==> config.mk <==
export PLATFORM = sky130hd
export DESIGN_NAME = ttc_emergency_brake_unit
export DESIGN_NICKNAME = d
export VERILOG_FILES = /design/src/hdl/ttcb_pkg.sv /design/src/hdl/ttcb_front.sv /design/src/hdl/ttcb_queue.sv /design/src/hdl/ttcb_back.sv /design/src/hdl/ttc_emergency_brake_unit.sv
export SDC_FILE = /design/constraint.sdc
export NUM_CORES = 2
export LEC_CHECK = 0
export BUFFER_PORTS_ARGS = -buffer_cell sky130_fd_sc_hd__buf_2
export CORE_ASPECT_RATIO = 0.9
export CORE_MARGIN = 4
export CORE_UTILIZATION = 32
export DETAILED_ROUTE_END_ITERATION = 10
export GPL_ROUTABILITY_DRIVEN = 0
export PLACE_DENSITY_LB_ADDON = 0.12
export SLEW_MARGIN = 10
export SYNTH_ARGS = -nofsm -noshare
export SYNTH_HDL_FRONTEND = slang
export SYNTH_SLANG_ARGS = --single-unit
==> constraint.sdc <==
create_clock -name clock -period 26.3 [get_ports clock]
set_input_delay 0 -clock clock [delete_from_list [all_inputs] [get_ports clock]]
set_output_delay 0 -clock clock [all_outputs]
set_load 0.01 [all_outputs]
==> src/hdl/ttcb_pkg.sv <==
`timescale 1ns / 1ps

package ttcb_pkg;

   // number formats
   localparam int SPEED_FRAC_BITS = 8;
   localparam int ANGLE_WIDTH     = 23;
   localparam int ANG_W           = ANGLE_WIDTH + 1;
   localparam int Q20_BITS        = 20;
   localparam int SPEED_W         = 16;
   localparam int RANGE_W         = 16;
   localparam int TTC_W           = 16;
   localparam int STEP_W          = 16;

   // cosine datapath
   localparam int TWO_PI_W  = 23;
   localparam int MAG_W     = (ANG_W > TWO_PI_W) ? ANG_W : TWO_PI_W;
   localparam int FOLD_W    = 21;
   localparam int X2_W      = 2 * FOLD_W - Q20_BITS;
   localparam int T_W       = Q20_BITS + 1;
   localparam int COS_W     = Q20_BITS + 2;
   localparam int RECIP_W   = 29;
   localparam int RECIP_SHIFT = 32;
   localparam int QUO_W     = X2_W + RECIP_W - RECIP_SHIFT;

   // divider
   localparam int PROD_W    = SPEED_W + COS_W;
   localparam int DIV_W     = PROD_W - 1 + TTC_W;
   localparam int NUM_SHIFT = SPEED_FRAC_BITS + Q20_BITS;
   localparam int CNT_W     = $clog2(TTC_W);

   localparam logic [MAG_W-1:0] TWO_PI_Q20  = MAG_W'(6588397);
   localparam logic [MAG_W-1:0] PI_Q20      = MAG_W'(3294199);
   localparam logic [MAG_W-1:0] HALF_PI_Q20 = MAG_W'(1647099);
   localparam logic [T_W-1:0]   Q20_ONE     = T_W'(1048576);
   localparam logic [TTC_W-1:0] TTC_INF     = '1;

   localparam logic signed [ANG_W-1:0] ANGLE_CEIL = {1'b0, {ANGLE_WIDTH{1'b1}}};

   // ceil(2^32 / d), exact floor division for 22-bit dividends
   localparam logic [RECIP_W-1:0] RECIP_56 = 29'd76695845;
   localparam logic [RECIP_W-1:0] RECIP_30 = 29'd143165577;
   localparam logic [RECIP_W-1:0] RECIP_12 = 29'd357913942;

   localparam logic [1:0] HORNER_FIRST  = 2'd0;
   localparam logic [1:0] HORNER_SECOND = 2'd1;
   localparam logic [1:0] HORNER_LAST   = 2'd2;

   localparam logic KIND_SPEED = 1'b0;
   localparam logic KIND_RANGE = 1'b1;

   // register file
   localparam int CSR_ADDR_W = 4;
   localparam int CSR_DATA_W = 32;
   localparam logic [1:0] REG_START_ANGLE = 2'd0;
   localparam logic [1:0] REG_ANGLE_STEP  = 2'd1;
   localparam logic [1:0] REG_TTC_LIMIT   = 2'd2;

   localparam logic [ANGLE_WIDTH-1:0] START_ANGLE_RESET = ANGLE_WIDTH'(-2464153);
   localparam logic [STEP_W-1:0]      ANGLE_STEP_RESET  = STEP_W'(4574);
   localparam logic [TTC_W-1:0]       TTC_LIMIT_RESET   = TTC_W'(256);

   // beam queue
   localparam int QUEUE_DEPTH = 2;
   localparam int QPTR_W = (QUEUE_DEPTH > 1) ? $clog2(QUEUE_DEPTH) : 1;
   localparam int QCNT_W = $clog2(QUEUE_DEPTH + 1);

   typedef struct packed {
      logic                      kind;
      logic signed [SPEED_W-1:0] forward_speed;
      logic [RANGE_W-1:0]        range_sample;
      logic                      last_beam;
   } req_word_type;

   typedef struct packed {
      logic               brake;
      logic [TTC_W-1:0]   min_ttc;
   } rsp_word_type;

   typedef struct packed {
      logic [RANGE_W-1:0]        range_sample;
      logic signed [SPEED_W-1:0] speed;
      logic signed [ANG_W-1:0]   angle;
      logic                      last_beam;
   } beam_type;

   typedef struct packed {
      logic full;
      logic empty;
   } queue_status_type;

   function automatic logic [RECIP_W-1:0] horner_recip(input logic [1:0] stage);
      logic [RECIP_W-1:0] r;
      case (stage)
         HORNER_FIRST: begin
            r = RECIP_56;
         end
         HORNER_SECOND: begin
            r = RECIP_30;
         end
         default: begin
            r = RECIP_12;
         end
      endcase
      return r;
   endfunction

endpackage

==> src/hdl/ttcb_front.sv <==
`timescale 1ns / 1ps

module ttcb_front (
   input  logic                                clock,
   input  logic                                reset,
   input  logic                                req_valid,
   output logic                                req_ready,
   input  ttcb_pkg::req_word_type              req_data,
   input  logic [ttcb_pkg::ANGLE_WIDTH-1:0]    start_angle,
   input  logic [ttcb_pkg::STEP_W-1:0]         angle_step,
   input  ttcb_pkg::queue_status_type          queue_status,
   output logic                                push,
   output ttcb_pkg::beam_type                  push_data
);

   logic signed [ttcb_pkg::SPEED_W-1:0] speed_ff, speed_in;
   logic signed [ttcb_pkg::ANG_W-1:0]   angle_ff, angle_in;
   logic                                in_scan_ff, in_scan_in;
   logic                                accept;
   logic signed [ttcb_pkg::ANG_W-1:0]   cur_angle;
   logic signed [ttcb_pkg::ANG_W:0]     angle_sum;

   assign req_ready = !queue_status.full;
   assign accept    = req_valid && req_ready;

   // first beam of a scan starts from the configured angle
   assign cur_angle = in_scan_ff ? angle_ff
                                 : $signed({start_angle[ttcb_pkg::ANGLE_WIDTH-1], start_angle});

   assign angle_sum = $signed({cur_angle[ttcb_pkg::ANG_W-1], cur_angle})
                    + $signed({{(ttcb_pkg::ANG_W + 1 - ttcb_pkg::STEP_W){1'b0}}, angle_step});

   always_comb begin
      speed_in   = speed_ff;
      angle_in   = angle_ff;
      in_scan_in = in_scan_ff;
      push       = 1'b0;
      if (accept) begin
         if (req_data.kind == ttcb_pkg::KIND_SPEED) begin
            speed_in = req_data.forward_speed;
         end else begin
            push       = 1'b1;
            in_scan_in = !req_data.last_beam;
            // saturate at the top of the angle range
            if (angle_sum > $signed({1'b0, ttcb_pkg::ANGLE_CEIL})) begin
               angle_in = ttcb_pkg::ANGLE_CEIL;
            end else begin
               angle_in = angle_sum[ttcb_pkg::ANG_W-1:0];
            end
         end
      end
   end

   always_comb begin
      push_data.range_sample = req_data.range_sample;
      push_data.speed        = speed_ff;
      push_data.angle        = cur_angle;
      push_data.last_beam    = req_data.last_beam;
   end

   always_ff @(posedge clock) begin
      if (reset) begin
         speed_ff   <= '0;
         in_scan_ff <= 1'b0;
      end else begin
         speed_ff   <= speed_in;
         in_scan_ff <= in_scan_in;
      end
      angle_ff <= angle_in;
   end

endmodule

==> src/hdl/ttcb_queue.sv <==
`timescale 1ns / 1ps

module ttcb_queue (
   input  logic                        clock,
   input  logic                        reset,
   input  logic                        push,
   input  ttcb_pkg::beam_type          push_data,
   input  logic                        pop,
   output ttcb_pkg::beam_type          pop_data,
   output ttcb_pkg::queue_status_type  queue_status
);

   ttcb_pkg::beam_type                 slot_ff [ttcb_pkg::QUEUE_DEPTH];
   logic [ttcb_pkg::QPTR_W-1:0]        wr_ptr_ff, wr_ptr_in;
   logic [ttcb_pkg::QPTR_W-1:0]        rd_ptr_ff, rd_ptr_in;
   logic [ttcb_pkg::QCNT_W-1:0]        count_ff, count_in;

   function automatic logic [ttcb_pkg::QPTR_W-1:0] next_ptr(
      input logic [ttcb_pkg::QPTR_W-1:0] p);
      logic [ttcb_pkg::QPTR_W-1:0] n;
      if (p == ttcb_pkg::QPTR_W'(ttcb_pkg::QUEUE_DEPTH - 1)) begin
         n = '0;
      end else begin
         n = p + 1'b1;
      end
      return n;
   endfunction

   assign pop_data           = slot_ff[rd_ptr_ff];
   assign queue_status.full  = (count_ff == ttcb_pkg::QCNT_W'(ttcb_pkg::QUEUE_DEPTH));
   assign queue_status.empty = (count_ff == '0);

   always_comb begin
      wr_ptr_in = push ? next_ptr(wr_ptr_ff) : wr_ptr_ff;
      rd_ptr_in = pop  ? next_ptr(rd_ptr_ff) : rd_ptr_ff;
      count_in  = count_ff;
      if (push && !pop) begin
         count_in = count_ff + 1'b1;
      end else if (pop && !push) begin
         count_in = count_ff - 1'b1;
      end
   end

   always_ff @(posedge clock) begin
      if (reset) begin
         wr_ptr_ff <= '0;
         rd_ptr_ff <= '0;
         count_ff  <= '0;
      end else begin
         wr_ptr_ff <= wr_ptr_in;
         rd_ptr_ff <= rd_ptr_in;
         count_ff  <= count_in;
      end
      if (push) begin
         slot_ff[wr_ptr_ff] <= push_data;
      end
   end

endmodule

==> src/hdl/ttcb_back.sv <==
`timescale 1ns / 1ps

module ttcb_back (
   input  logic                        clock,
   input  logic                        reset,
   input  ttcb_pkg::queue_status_type  queue_status,
   output logic                        pop,
   input  ttcb_pkg::beam_type          pop_data,
   input  logic [ttcb_pkg::TTC_W-1:0]  ttc_limit,
   output logic                        rsp_valid,
   input  logic                        rsp_ready,
   output ttcb_pkg::rsp_word_type      rsp_data
);

   typedef enum logic [10:0] {
      ST_IDLE   = 11'b000_0000_0001,
      ST_REDUCE = 11'b000_0000_0010,
      ST_FOLD   = 11'b000_0000_0100,
      ST_SQUARE = 11'b000_0000_1000,
      ST_RECIP  = 11'b000_0001_0000,
      ST_TMUL   = 11'b000_0010_0000,
      ST_COS    = 11'b000_0100_0000,
      ST_PROD   = 11'b000_1000_0000,
      ST_CHECK  = 11'b001_0000_0000,
      ST_DIV    = 11'b010_0000_0000,
      ST_UPDATE = 11'b100_0000_0000
   } back_state_type;

   back_state_type                        state_ff, state_in;
   logic [ttcb_pkg::MAG_W-1:0]            mag_ff, mag_in;
   logic                                  neg_ff, neg_in;
   logic [ttcb_pkg::X2_W-1:0]             x2_ff, x2_in;
   logic [ttcb_pkg::X2_W-1:0]             u_ff, u_in;
   logic [ttcb_pkg::T_W-1:0]              t_ff, t_in;
   logic [1:0]                            step_ff, step_in;
   logic signed [ttcb_pkg::SPEED_W-1:0]   speed_ff, speed_in;
   logic [ttcb_pkg::RANGE_W-1:0]          range_ff, range_in;
   logic                                  last_ff, last_in;
   logic signed [ttcb_pkg::COS_W-1:0]     cos_ff, cos_in;
   logic signed [ttcb_pkg::PROD_W-1:0]    prod_ff, prod_in;
   logic [ttcb_pkg::DIV_W-1:0]            rem_ff, rem_in;
   logic [ttcb_pkg::DIV_W-1:0]            dsh_ff, dsh_in;
   logic [ttcb_pkg::CNT_W-1:0]            cnt_ff, cnt_in;
   logic [ttcb_pkg::TTC_W-1:0]            ttc_ff, ttc_in;
   logic [ttcb_pkg::TTC_W-1:0]            min_ff, min_in;
   logic                                  rsp_valid_ff, rsp_valid_in;
   ttcb_pkg::rsp_word_type                rsp_data_ff, rsp_data_in;

   logic [ttcb_pkg::ANG_W-1:0]            abs_angle;
   logic [ttcb_pkg::MAG_W-1:0]            mag_half, mag_fold;
   logic [2*ttcb_pkg::FOLD_W-1:0]         sq;
   logic [ttcb_pkg::X2_W+ttcb_pkg::RECIP_W-1:0] rp;
   logic [ttcb_pkg::X2_W+ttcb_pkg::T_W-1:0]     tp;
   logic [ttcb_pkg::COS_W-1:0]            cos_pos;
   logic                                  slow;
   logic [ttcb_pkg::DIV_W-1:0]            den, num;
   logic                                  ge;
   logic [ttcb_pkg::TTC_W-1:0]            new_min;
   logic                                  slot_free;

   assign abs_angle = pop_data.angle[ttcb_pkg::ANG_W-1] ? (~pop_data.angle + 1'b1)
                                                        : pop_data.angle;
   // fold into [0, pi/2]
   assign mag_half = (mag_ff > ttcb_pkg::PI_Q20) ? (ttcb_pkg::TWO_PI_Q20 - mag_ff) : mag_ff;
   assign mag_fold = (mag_half > ttcb_pkg::HALF_PI_Q20) ? (ttcb_pkg::PI_Q20 - mag_half)
                                                        : mag_half;

   assign sq = mag_ff[ttcb_pkg::FOLD_W-1:0] * mag_ff[ttcb_pkg::FOLD_W-1:0];
   assign rp = u_ff * ttcb_pkg::horner_recip(step_ff);
   assign tp = x2_ff * t_ff;
   assign cos_pos = ttcb_pkg::COS_W'(ttcb_pkg::Q20_ONE) - ttcb_pkg::COS_W'(u_ff >> 1);

   // closing speed below two LSBs, or opening
   assign slow = prod_ff[ttcb_pkg::PROD_W-1]
              || (prod_ff[ttcb_pkg::PROD_W-2:ttcb_pkg::Q20_BITS+1] == '0);
   assign den  = ttcb_pkg::DIV_W'(prod_ff[ttcb_pkg::PROD_W-2:0]);
   assign num  = ttcb_pkg::DIV_W'(range_ff) << ttcb_pkg::NUM_SHIFT;
   assign ge   = (rem_ff >= dsh_ff);

   assign new_min   = (ttc_ff < min_ff) ? ttc_ff : min_ff;
   assign slot_free = !rsp_valid_ff || rsp_ready;

   always_comb begin
      state_in     = state_ff;
      mag_in       = mag_ff;
      neg_in       = neg_ff;
      x2_in        = x2_ff;
      u_in         = u_ff;
      t_in         = t_ff;
      step_in      = step_ff;
      speed_in     = speed_ff;
      range_in     = range_ff;
      last_in      = last_ff;
      cos_in       = cos_ff;
      prod_in      = prod_ff;
      rem_in       = rem_ff;
      dsh_in       = dsh_ff;
      cnt_in       = cnt_ff;
      ttc_in       = ttc_ff;
      min_in       = min_ff;
      rsp_valid_in = rsp_valid_ff && !rsp_ready;
      rsp_data_in  = rsp_data_ff;
      pop          = 1'b0;
      case (state_ff)
         ST_IDLE: begin
            if (!queue_status.empty) begin
               pop      = 1'b1;
               mag_in   = ttcb_pkg::MAG_W'(abs_angle);
               speed_in = pop_data.speed;
               range_in = pop_data.range_sample;
               last_in  = pop_data.last_beam;
               state_in = ST_REDUCE;
            end
         end
         ST_REDUCE: begin
            if (mag_ff >= ttcb_pkg::TWO_PI_Q20) begin
               mag_in = mag_ff - ttcb_pkg::TWO_PI_Q20;
            end else begin
               state_in = ST_FOLD;
            end
         end
         ST_FOLD: begin
            mag_in   = mag_fold;
            neg_in   = (mag_half > ttcb_pkg::HALF_PI_Q20);
            state_in = ST_SQUARE;
         end
         ST_SQUARE: begin
            x2_in    = sq[ttcb_pkg::Q20_BITS +: ttcb_pkg::X2_W];
            u_in     = sq[ttcb_pkg::Q20_BITS +: ttcb_pkg::X2_W];
            step_in  = ttcb_pkg::HORNER_FIRST;
            state_in = ST_RECIP;
         end
         ST_RECIP: begin
            t_in     = ttcb_pkg::Q20_ONE
                     - ttcb_pkg::T_W'(rp[ttcb_pkg::RECIP_SHIFT +: ttcb_pkg::QUO_W]);
            state_in = ST_TMUL;
         end
         ST_TMUL: begin
            u_in = tp[ttcb_pkg::Q20_BITS +: ttcb_pkg::X2_W];
            if (step_ff == ttcb_pkg::HORNER_LAST) begin
               state_in = ST_COS;
            end else begin
               step_in  = step_ff + 1'b1;
               state_in = ST_RECIP;
            end
         end
         ST_COS: begin
            cos_in   = neg_ff ? -$signed(cos_pos) : $signed(cos_pos);
            state_in = ST_PROD;
         end
         ST_PROD: begin
            prod_in  = ttcb_pkg::PROD_W'(speed_ff) * ttcb_pkg::PROD_W'(cos_ff);
            state_in = ST_CHECK;
         end
         ST_CHECK: begin
            if (slow || (num >= (den << ttcb_pkg::TTC_W))) begin
               ttc_in   = ttcb_pkg::TTC_INF;
               state_in = ST_UPDATE;
            end else begin
               rem_in   = num;
               dsh_in   = den << (ttcb_pkg::TTC_W - 1);
               cnt_in   = ttcb_pkg::CNT_W'(ttcb_pkg::TTC_W - 1);
               ttc_in   = '0;
               state_in = ST_DIV;
            end
         end
         ST_DIV: begin
            rem_in = ge ? (rem_ff - dsh_ff) : rem_ff;
            ttc_in = {ttc_ff[ttcb_pkg::TTC_W-2:0], ge};
            dsh_in = dsh_ff >> 1;
            cnt_in = cnt_ff - 1'b1;
            if (cnt_ff == '0) begin
               state_in = ST_UPDATE;
            end
         end
         ST_UPDATE: begin
            if (last_ff) begin
               if (slot_free) begin
                  rsp_valid_in        = 1'b1;
                  rsp_data_in.brake   = (new_min <= ttc_limit);
                  rsp_data_in.min_ttc = new_min;
                  min_in              = ttcb_pkg::TTC_INF;
                  state_in            = ST_IDLE;
               end
            end else begin
               min_in   = new_min;
               state_in = ST_IDLE;
            end
         end
         default: begin
            state_in = ST_IDLE;
         end
      endcase
   end

   assign rsp_valid = rsp_valid_ff;
   assign rsp_data  = rsp_data_ff;

   always_ff @(posedge clock) begin
      if (reset) begin
         state_ff     <= ST_IDLE;
         min_ff       <= ttcb_pkg::TTC_INF;
         rsp_valid_ff <= 1'b0;
      end else begin
         state_ff     <= state_in;
         min_ff       <= min_in;
         rsp_valid_ff <= rsp_valid_in;
      end
      mag_ff      <= mag_in;
      neg_ff      <= neg_in;
      x2_ff       <= x2_in;
      u_ff        <= u_in;
      t_ff        <= t_in;
      step_ff     <= step_in;
      speed_ff    <= speed_in;
      range_ff    <= range_in;
      last_ff     <= last_in;
      cos_ff      <= cos_in;
      prod_ff     <= prod_in;
      rem_ff      <= rem_in;
      dsh_ff      <= dsh_in;
      cnt_ff      <= cnt_in;
      ttc_ff      <= ttc_in;
      rsp_data_ff <= rsp_data_in;
   end

endmodule

==> src/hdl/ttc_emergency_brake_unit.sv <==
`timescale 1ns / 1ps
// Time-to-collision emergency brake.
// A range word is queued, then the back end runs range reduction, the cosine sequencer,
// the speed multiply and, unless the beam is slow or saturated, the 16-step divider; only
// the last beam of a scan gives a result, which waits while the result side stalls.
// The back end takes one range word at a time; speed words are taken while the queue has room.
// Reset (synchronous, active high): registers to defaults, speed zero, scan and queue empty.

module ttc_emergency_brake_unit (
   input  logic                                 clock,
   input  logic                                 reset,
   // request channel: speed updates and range samples
   input  logic                                 req_valid,
   output logic                                 req_ready,
   input  ttcb_pkg::req_word_type               req_data,
   // response channel: one word per completed scan
   output logic                                 rsp_valid,
   input  logic                                 rsp_ready,
   output ttcb_pkg::rsp_word_type               rsp_data,
   // register port
   input  logic                                 psel,
   input  logic                                 penable,
   input  logic                                 pwrite,
   input  logic [ttcb_pkg::CSR_ADDR_W-1:0]      paddr,
   input  logic [ttcb_pkg::CSR_DATA_W-1:0]      pwdata,
   output logic [ttcb_pkg::CSR_DATA_W-1:0]      prdata,
   output logic                                 pready
);

   // -------------------------------------------------------------------------
   // Register file. Writes land in the access phase; no wait states.
   // Start angle changes apply to later scans (it is picked up at the first
   // beam of a scan); step and limit changes also reach a scan in progress.
   // -------------------------------------------------------------------------
   logic [ttcb_pkg::ANGLE_WIDTH-1:0] start_angle_ff, start_angle_in;
   logic [ttcb_pkg::STEP_W-1:0]      angle_step_ff, angle_step_in;
   logic [ttcb_pkg::TTC_W-1:0]       ttc_limit_ff, ttc_limit_in;
   logic [1:0]                       reg_index;
   logic                             csr_write;

   assign pready    = 1'b1;
   assign reg_index = paddr[ttcb_pkg::CSR_ADDR_W-1:2];
   assign csr_write = psel && penable && pwrite && pready;

   always_comb begin
      start_angle_in = start_angle_ff;
      angle_step_in  = angle_step_ff;
      ttc_limit_in   = ttc_limit_ff;
      if (csr_write) begin
         case (reg_index)
            ttcb_pkg::REG_START_ANGLE: begin
               start_angle_in = pwdata[ttcb_pkg::ANGLE_WIDTH-1:0];
            end
            ttcb_pkg::REG_ANGLE_STEP: begin
               angle_step_in = pwdata[ttcb_pkg::STEP_W-1:0];
            end
            ttcb_pkg::REG_TTC_LIMIT: begin
               ttc_limit_in = pwdata[ttcb_pkg::TTC_W-1:0];
            end
            default: begin
               // unmapped: write dropped
            end
         endcase
      end
   end

   always_comb begin
      case (reg_index)
         ttcb_pkg::REG_START_ANGLE: begin
            prdata = ttcb_pkg::CSR_DATA_W'(start_angle_ff);
         end
         ttcb_pkg::REG_ANGLE_STEP: begin
            prdata = ttcb_pkg::CSR_DATA_W'(angle_step_ff);
         end
         ttcb_pkg::REG_TTC_LIMIT: begin
            prdata = ttcb_pkg::CSR_DATA_W'(ttc_limit_ff);
         end
         default: begin
            prdata = '0;
         end
      endcase
   end

   always_ff @(posedge clock) begin
      if (reset) begin
         start_angle_ff <= ttcb_pkg::START_ANGLE_RESET;
         angle_step_ff  <= ttcb_pkg::ANGLE_STEP_RESET;
         ttc_limit_ff   <= ttcb_pkg::TTC_LIMIT_RESET;
      end else begin
         start_angle_ff <= start_angle_in;
         angle_step_ff  <= angle_step_in;
         ttc_limit_ff   <= ttc_limit_in;
      end
   end

   // -------------------------------------------------------------------------
   // Front end: latches speed words, tags each range word with the current
   // speed and its beam angle, and pushes it into the beam queue.
   // -------------------------------------------------------------------------
   ttcb_pkg::queue_status_type queue_status;
   ttcb_pkg::beam_type         push_data;
   ttcb_pkg::beam_type         pop_data;
   logic                       push;
   logic                       pop;

   ttcb_front u_front (
      .clock        (clock),
      .reset        (reset),
      .req_valid    (req_valid),
      .req_ready    (req_ready),
      .req_data     (req_data),
      .start_angle  (start_angle_ff),
      .angle_step   (angle_step_ff),
      .queue_status (queue_status),
      .push         (push),
      .push_data    (push_data)
   );

   // Short beam queue decoupling the two halves.
   ttcb_queue u_queue (
      .clock        (clock),
      .reset        (reset),
      .push         (push),
      .push_data    (push_data),
      .pop          (pop),
      .pop_data     (pop_data),
      .queue_status (queue_status)
   );

   // -------------------------------------------------------------------------
   // Back end: cosine by range reduction and a 5-term polynomial, closing
   // speed multiply, restoring divide for TTC, running minimum, and the
   // registered response word.
   // -------------------------------------------------------------------------
   ttcb_back u_back (
      .clock        (clock),
      .reset        (reset),
      .queue_status (queue_status),
      .pop          (pop),
      .pop_data     (pop_data),
      .ttc_limit    (ttc_limit_ff),
      .rsp_valid    (rsp_valid),
      .rsp_ready    (rsp_ready),
      .rsp_data     (rsp_data)
   );

   // -------------------------------------------------------------------------
   // Checks
   // -------------------------------------------------------------------------
   a_rsp_clear_after_reset: assert property (@(posedge clock)
      reset |=> !rsp_valid)
      else $error("response valid after reset");

   a_brake_matches_limit: assert property (@(posedge clock) disable iff (reset)
      rsp_valid |-> (rsp_data.brake == (rsp_data.min_ttc <= ttc_limit_ff)))
      else $error("brake flag disagrees with limit");

   a_no_push_when_full: assert property (@(posedge clock) disable iff (reset)
      !(push && queue_status.full))
      else $error("beam queue overflow");

   a_no_pop_when_empty: assert property (@(posedge clock) disable iff (reset)
      queue_status.empty |-> !pop)
      else $error("beam queue underflow");

endmodule
# [Word-level counts from Yosys, hierarchy flattened]
# Memories as Yosys holds them, arrays and structs flattened. A register that Yosys moved wholly into a read port is not among the register bits.
# Index checks and enable logic that the tools add are counted.
[totals] register_bits=456 latch_bits=0 mem_bits_rw=114 romBits=0 inputBits=77 out_inout_bits=52 memories=1
[memory_table] memory="u_queue.slot_ff" depth=2 word_bits=57 rd=1 rd_ports_with_merged_regs=1 write_ports=1 line="ttcb_queue.sv:13" text="ttcb_pkg::beam_type slot_ff [ttcb_pkg::QUEUE_DEPTH];"
[classes] addsub=15 multipliers=4 div=0 magnitude_cmp=8 n_eq_ne=25 shifts=0 muxes=48 bitwise_logic=3 n_reduce_logical=37
[ops] operator="53-bit one-hot mux with 2 select lines" n=2
[ops] operator="53-bit 2-to-1 mux" n=3
[ops] operator="24-bit 2-to-1 mux" n=6
[ops] operator="11-bit one-hot mux with 11 select lines" n=1
[ops] operator="24-bit one-hot mux with 3 select lines" n=1
[ops] operator="23-bit one-hot mux with 3 select lines" n=1
[ops] operator="11-bit 2-to-1 mux" n=6
[ops] operator="16-bit 2-to-1 mux" n=4
[ops] operator="29-bit one-hot mux with 2 select lines" n=1
[ops] operator="44-bit by 53-bit greater-or-equal comparator with 1-bit output" n=1
[ops] operator="53-bit greater-or-equal comparator" n=1
[ops] operator="53-bit subtractor" n=1
[ops] operator="22-bit by 29-bit multiplier with 51-bit output" n=1
[ops] operator="22-bit one-hot mux with 2 select lines" n=1
[ops] operator="21-bit by 21-bit multiplier with 42-bit output" n=1
[ops] operator="22-bit by 21-bit multiplier with 42-bit output" n=1
[ops] operator="16-bit by 22-bit multiplier with 38-bit output" n=1
[ops] operator="16-bit one-hot mux with 2 select lines" n=1
[ops] operator="24-bit by 17-bit adder with 25-bit output" n=1
[ops] operator="25-bit by 24-bit greater-than comparator with 1-bit output (second input constant)" n=1
[ops] operator="24-bit by 1-bit adder with 24-bit output (second input constant)" n=1
[ops] operator="24-bit by 23-bit greater-or-equal comparator with 1-bit output (second input constant)" n=1
[ops] operator="24-bit by 21-bit greater-than comparator with 1-bit output (second input constant)" n=1
[ops] operator="24-bit by 22-bit greater-than comparator with 1-bit output (second input constant)" n=1
[ops] operator="other kinds (48)" n=100

# [Logic depth before layout (Yosys ltp)]
[depth] word_depth=8 depth_mapped=37 depth_no_buf=34

# [Hierarchy]
# From an unflattened synthesis, not the netlist that was laid out.
[unflattened] hier_cells=8386 area_unflattened_um2=81954.9
[modules_own_cells] mod="ttcb_back" instances=1 cells_per_inst=7565 area_per_inst_um2=71960.3 seq_area_each_um2=10380.0
[modules_own_cells] mod="ttcb_queue" instances=1 cells_per_inst=199 area_per_inst_um2=4324.1 seq_area_each_um2=3523.4
[modules_own_cells] mod="ttcb_front" instances=1 cells_per_inst=326 area_per_inst_um2=2935.3 seq_area_each_um2=1061.0
[modules_own_cells] mod="ttc_emergency_brake_unit" instances=1 cells_per_inst=296 area_per_inst_um2=2735.1 seq_area_each_um2=1101.1

# [Worst setup path before layout]
# No wires, ideal clock.
[synth_timing] kind="reg-to-reg" startpoint="register u_back.range_ff[0] (netlist name)" endpoint="register u_back.rem_ff[0] (netlist name), enable pin" setup_time_ns=0.470 t_arrival_ns=8.418 required_ns=25.830 path_slack_ns=17.412 stages_incl_launch_ff=14 n_path_buf=0 period_less_slack_ns=8.888 cell_sequence="edfxtp_1 > ha_1 > nor4b_1 > a41o_1 > a21oi_1 > nor2b_1 > o21ai_0 > nand2b_1 > a21oi_1 > o21ai_0 > a21oi_1 > nor2_1 > o21ai_0 > nor2b_1"
[synth_via] elab_chain_len=4
[synth_lines] item="start: declaration" line="ttcb_back.sv:37" text="logic [ttcb_pkg::RANGE_W-1:0] range_ff, range_in;"
[synth_lines] item="start signal: assignment" line="ttcb_back.sv:216" text="range_ff <= range_in;"
[synth_lines] item="44-bit by 53-bit greater-or-equal comparator with 1-bit output" line="ttcb_back.sv:156" text="if (slow || (num >= (den << ttcb_pkg::TTC_W))) begin"
[synth_lines] item="1-bit logical OR" line="ttcb_back.sv:156"
[synth_lines] item="2-bit != test (no line)"
[synth_lines] item="3-bit AND reduction (no line)"
[synth_lines] item="end signal: assignment" line="ttcb_back.sv:220" text="rem_ff <= rem_in;"
[synth_lines] item="end: declaration" line="ttcb_back.sv:41" text="logic [ttcb_pkg::DIV_W-1:0] rem_ff, rem_in;"
# Every way passes these cells.
# A chain may end at the register's enable or synchronous reset.

# [Worst setup path in the final report]
[layout_timing] startpoint="register u_back.step_ff[1]" endpoint="register u_back.t_ff[18] (netlist name) (data pin)"
[layout_via] elab_chain_len=4
[layout_lines] item="start: declaration" line="ttcb_back.sv:35" text="logic [1:0] step_ff, step_in;"
[layout_lines] item="start signal: assignment" line="ttcb_back.sv:214" text="step_ff <= step_in;"
[layout_lines] item="2-bit by 1-bit == test with 1-bit output or 2-bit zero test (tied branches)" line="ttcb_pkg.sv:94" text="case (stage)"
[layout_lines] item="29-bit one-hot mux with 2 select lines *" line="ttcb_pkg.sv:94"
[layout_lines] item="22-bit by 29-bit multiplier with 51-bit output *" line="ttcb_back.sv:69" text="assign rp = u_ff * ttcb_pkg::horner_recip(step_ff);"
[layout_lines] item="21-bit by 19-bit subtractor with 21-bit output *" line="ttcb_back.sv:135" text="- ttcb_pkg::T_W'(rp[ttcb_pkg::RECIP_SHIFT +: ttcb_pkg::QUO_W]);"
[layout_lines] item="end signal: assignment" line="ttcb_back.sv:213" text="t_ff <= t_in;"
[layout_lines] item="end: declaration" line="ttcb_back.sv:34" text="logic [ttcb_pkg::T_W-1:0] t_ff, t_in;"
# Every way passes the cells marked *; elsewhere a longest branch is shown, timed or not.

==> impl_metrics.py <==
metrics = {
    "worst_setup_path": {
        "slowest_stage": "ha_1",
        "critical-path-max-stage-delay_ns": 0.96,
        "path_class": "flip-flop to flip-flop",
        "endpoint_kind": "flip-flop",
        "cp.required_ns": 26.71,
        "crit_fanout": 37,
        "crit_top_cell": "fa_1",
        "worstPathArrival_ns": 11.18,
        "start_kind": "flip-flop",
    },
    "logic_synthesis": {
        "synth_flop_cell": "edfxtp_1",
        "syn_inst": 8423,
        "synthDistinctLibCells": 100,
        "synth_edf_count": 465,
        "synth_seq_cells": 570,
        "postSynthAreaPerCell_sq_um": 9.640,
        "synth_top_cell_by_area": "fa_1",
        "yosysSeqAreaShare_pct": 19.79,
        "async_flop_share_pct": 0,
        "synth_area_leaders": "fa_1 (33%), edfxtp_1 (17%), ha_1 (11%), inv_1 (8.0%), nand2_1 (5.0%)",
        "yosys.area.top_type_share_pct": 33.48,
        "yosys_warnings": 0,
        "netlist_area_sq_um": 81200,
    },
    "detailed_routing": {
        "drt-total-wl_mm": 244.0,
        "drt_pass1_iterations": 8,
        "vias": 56890,
        "drc": 0,
        "ant_nets": 0,
        "viasPerCell": 4.790,
        "drtIter0Drc": 3482,
        "routedWlPerCell_um": 20.55,
    },
    "clocking": {
        "cts_num_sinks": 570,
        "cts-root-buf": "clkbuf_16",
        "worstSkewPairLatency_ns": 0.67,
        "cts_tree": "done",
        "post_cts_buffers": 0,
        "clkTransAtPathRegs_ns": 0.06,
        "cts_buffers": 73,
        "cts.path.max_buffers": 3,
        "htreeDepth": 3,
    },
    "sta": {
        "finalCriticalPeriod_ns": 10.77,
        "tns_ns": 0,
        "worst_pin_slew_ns": 1.269,
        "rsz0062_at_grt": "false",
        "fmax_ghz": 0.09288,
        "finClkSkew_ns": 0.03440,
        "fin_crit_sh_pct": 40.94,
        "setup_viol": 0,
        "slew-limit-headroom_pct": 14.79,
        "hold_viol_final": 0,
        "drv_slew": 0,
    },
    "status": {
        "outcome": "finished, final reports clean",
    },
    "floorplanning": {
        "core_area_sq_um": 252500,
        "die_h_um": 485.9,
        "placementRows": 175,
        "chipWidth_um": 539.0,
        "ios": 129,
        "die_area_sq_um": 261900,
        "start_util_pct": 32.16,
    },
    "layout": {
        "area_growth_pct": 9.358,
        "final_cells": 11880,
        "drive_above_1_share_pct": 5.592,
        "final_nets": 10610,
    },
    "global_route": {
        "antenna_found_initial": 10,
        "grt_max_degree": 87,
        "grt_pass1_wl_mm": 378.8,
        "grt_usage_pct": 18.78,
        "grt_pass1_vias": 60730,
        "overflow": 0,
    },
    "place": {
        "port_buffers": 107,
        "dpl.hpwl_mm": 192.4,
        "place_inst": 11670,
    },
    "min_path": {
        "min_path_type": "input port to flip-flop",
    },
    "flow_run": {
        "cap_viol_max_count": 0,
    },
}
[kinds of logic after synthesis]
kind of cell | count (synthesis) | share of synthesized area, %
multiplexers | 117 | 1.555
other | 2 | 0.009249
buffers and inverters | 2101 | 9.791
AO/OA/AOI/OAI | 969 | 7.625
AND/OR/NAND/NOR | 2261 | 13.12
adder cells (fa/ha/maj) | 2083 | 44.65
XOR/XNOR | 320 | 3.461
flip-flops | 570 | 19.79
[Yosys cell counts, drive strengths merged, types with 98 or more instances]
library cell / number
a21oi: 280
xnor2: 222
nor2: 335
fa: 1358
xor2: 98
nand2: 1072
dfxtp: 105
ha: 725
inv: 1732
o21ai: 243
edfxtp: 465
and2: 378
clkbuf: 327
a21o: 151
[sequential cells by signal (all words and copies together) (netlist names), 4 cells and up, named ones only]
| signal | cells |
|---|---|
| u_front.speed_ff | 16 |
| ttc_limit_ff | 16 |
| u_back.x2_ff | 22 |
| u_front.angle_ff | 24 |
| u_back.rem_ff | 53 |
| u_back.mag_ff | 24 |
| angle_step_ff | 16 |
| u_back.rsp_data | 17 |
| u_back.prod_ff | 38 |
| u_back.ttc_ff | 16 |
| u_back.min_ff | 16 |
| u_back.state_ff | 11 |
| u_back.range_ff | 16 |
| u_back.cnt_ff | 4 |
| u_back.speed_ff | 16 |
| start_angle_ff | 23 |
| u_back.cos_ff | 22 |
| u_back.u_ff | 22 |
| u_back.t_ff | 21 |
| u_queue.slot_ff | 114 |
| u_back.dsh_ff | 52 |
[metrics by stage]
stage	utilization, %	hold slack (ns)	instance area [sq um]	setup slack, ns
4_1_cts	35.17	0.002011	88790	15.60
3_5_place_dp	33.88	0.2030	85530	15.62
2_1_floorplan	-	0.09651	81310	17.41
5_1_grt	35.17	0.05549	88790	14.85
6_report	35.17	0.04427	88790	15.53
3_3_place_gp	33.88	0.1958	85530	15.64
[worst max-delay path: cells and delay by family (launching register included)]
family                   cells  cell delay [ns]
AND/OR/NAND/NOR              9             3.01
AO/OA/AOI/OAI                1             0.63
flip-flops                   1             0.36
adder cells (fa/ha/maj)     10             5.41
XOR/XNOR                     2             0.26
buffers and inverters        7             0.81
[path summary, 6_finish.rpt]
path / slack (ns) / startpoint / end / cells after the start
setup / recovery: 15.53 / u_back.step_ff[1] / u_back.t_ff[18] / 29
setup reg to reg: 15.53 / u_back.step_ff[1] / u_back.t_ff[18] / 29
hold / removal: 0.04 / pwrite / start_angle_ff[3] / 5
hold reg to reg: 0.48 / angle_step_ff[0] / angle_step_ff[0] / 2
[final cells by class]
class / count / area (sq um)
well taps: 3363 / 4208
clock inverters: 49 / 594.3
multi-input cells: 5782 / 57380
inverters: 1741 / 6535
repair buffers: 285 / 2049
diodes: 1 / 2.502
flip-flops and latches: 570 / 16070
fillers: 25770 / 163700
clock buffers: 85 / 1954
[per-layer routing]
| metal | vias to the layer above | part of all wire (%) | track usage, % |
|---|---|---|---|
| li1 | 26460 | - | - |
| met1 | 29020 | 49 | 28.03 |
| met2 | 1222 | 45 | 29.48 |
| met3 | 183 | 5.0 | 2.495 |
| met4 | 0 | 1.4 | 2.967 |
| met5 | - | 0 | 0 |
[cell usage in the layout (no fill, tap or decap), types with 98 or more instances in the layout]
master    Yosys  layout
o21ai_0     217     216
a21oi_1     278     278
buf_4        12     107
nand2_1    1071    1070
and2_1      378     377
buf_2         3     107
dfxtp_1     105     104
ha_1        725     725
a21o_1      151     151
fa_1       1358    1358
inv_1      1730    1729
edfxtp_1    465     465
xnor2_1     221     221
xor2_1       98      98
nor2_1      334     330
[timing repair]
item	4_1_cts	5_1_grt
hold buffers	71	0
endpoints found under the hold margin	111	0
gates resized for setup	0	0
Power is left out: the tool's default activity adds up to more than one toggle a clock period on the data nets, which glitch-free logic cannot reach.
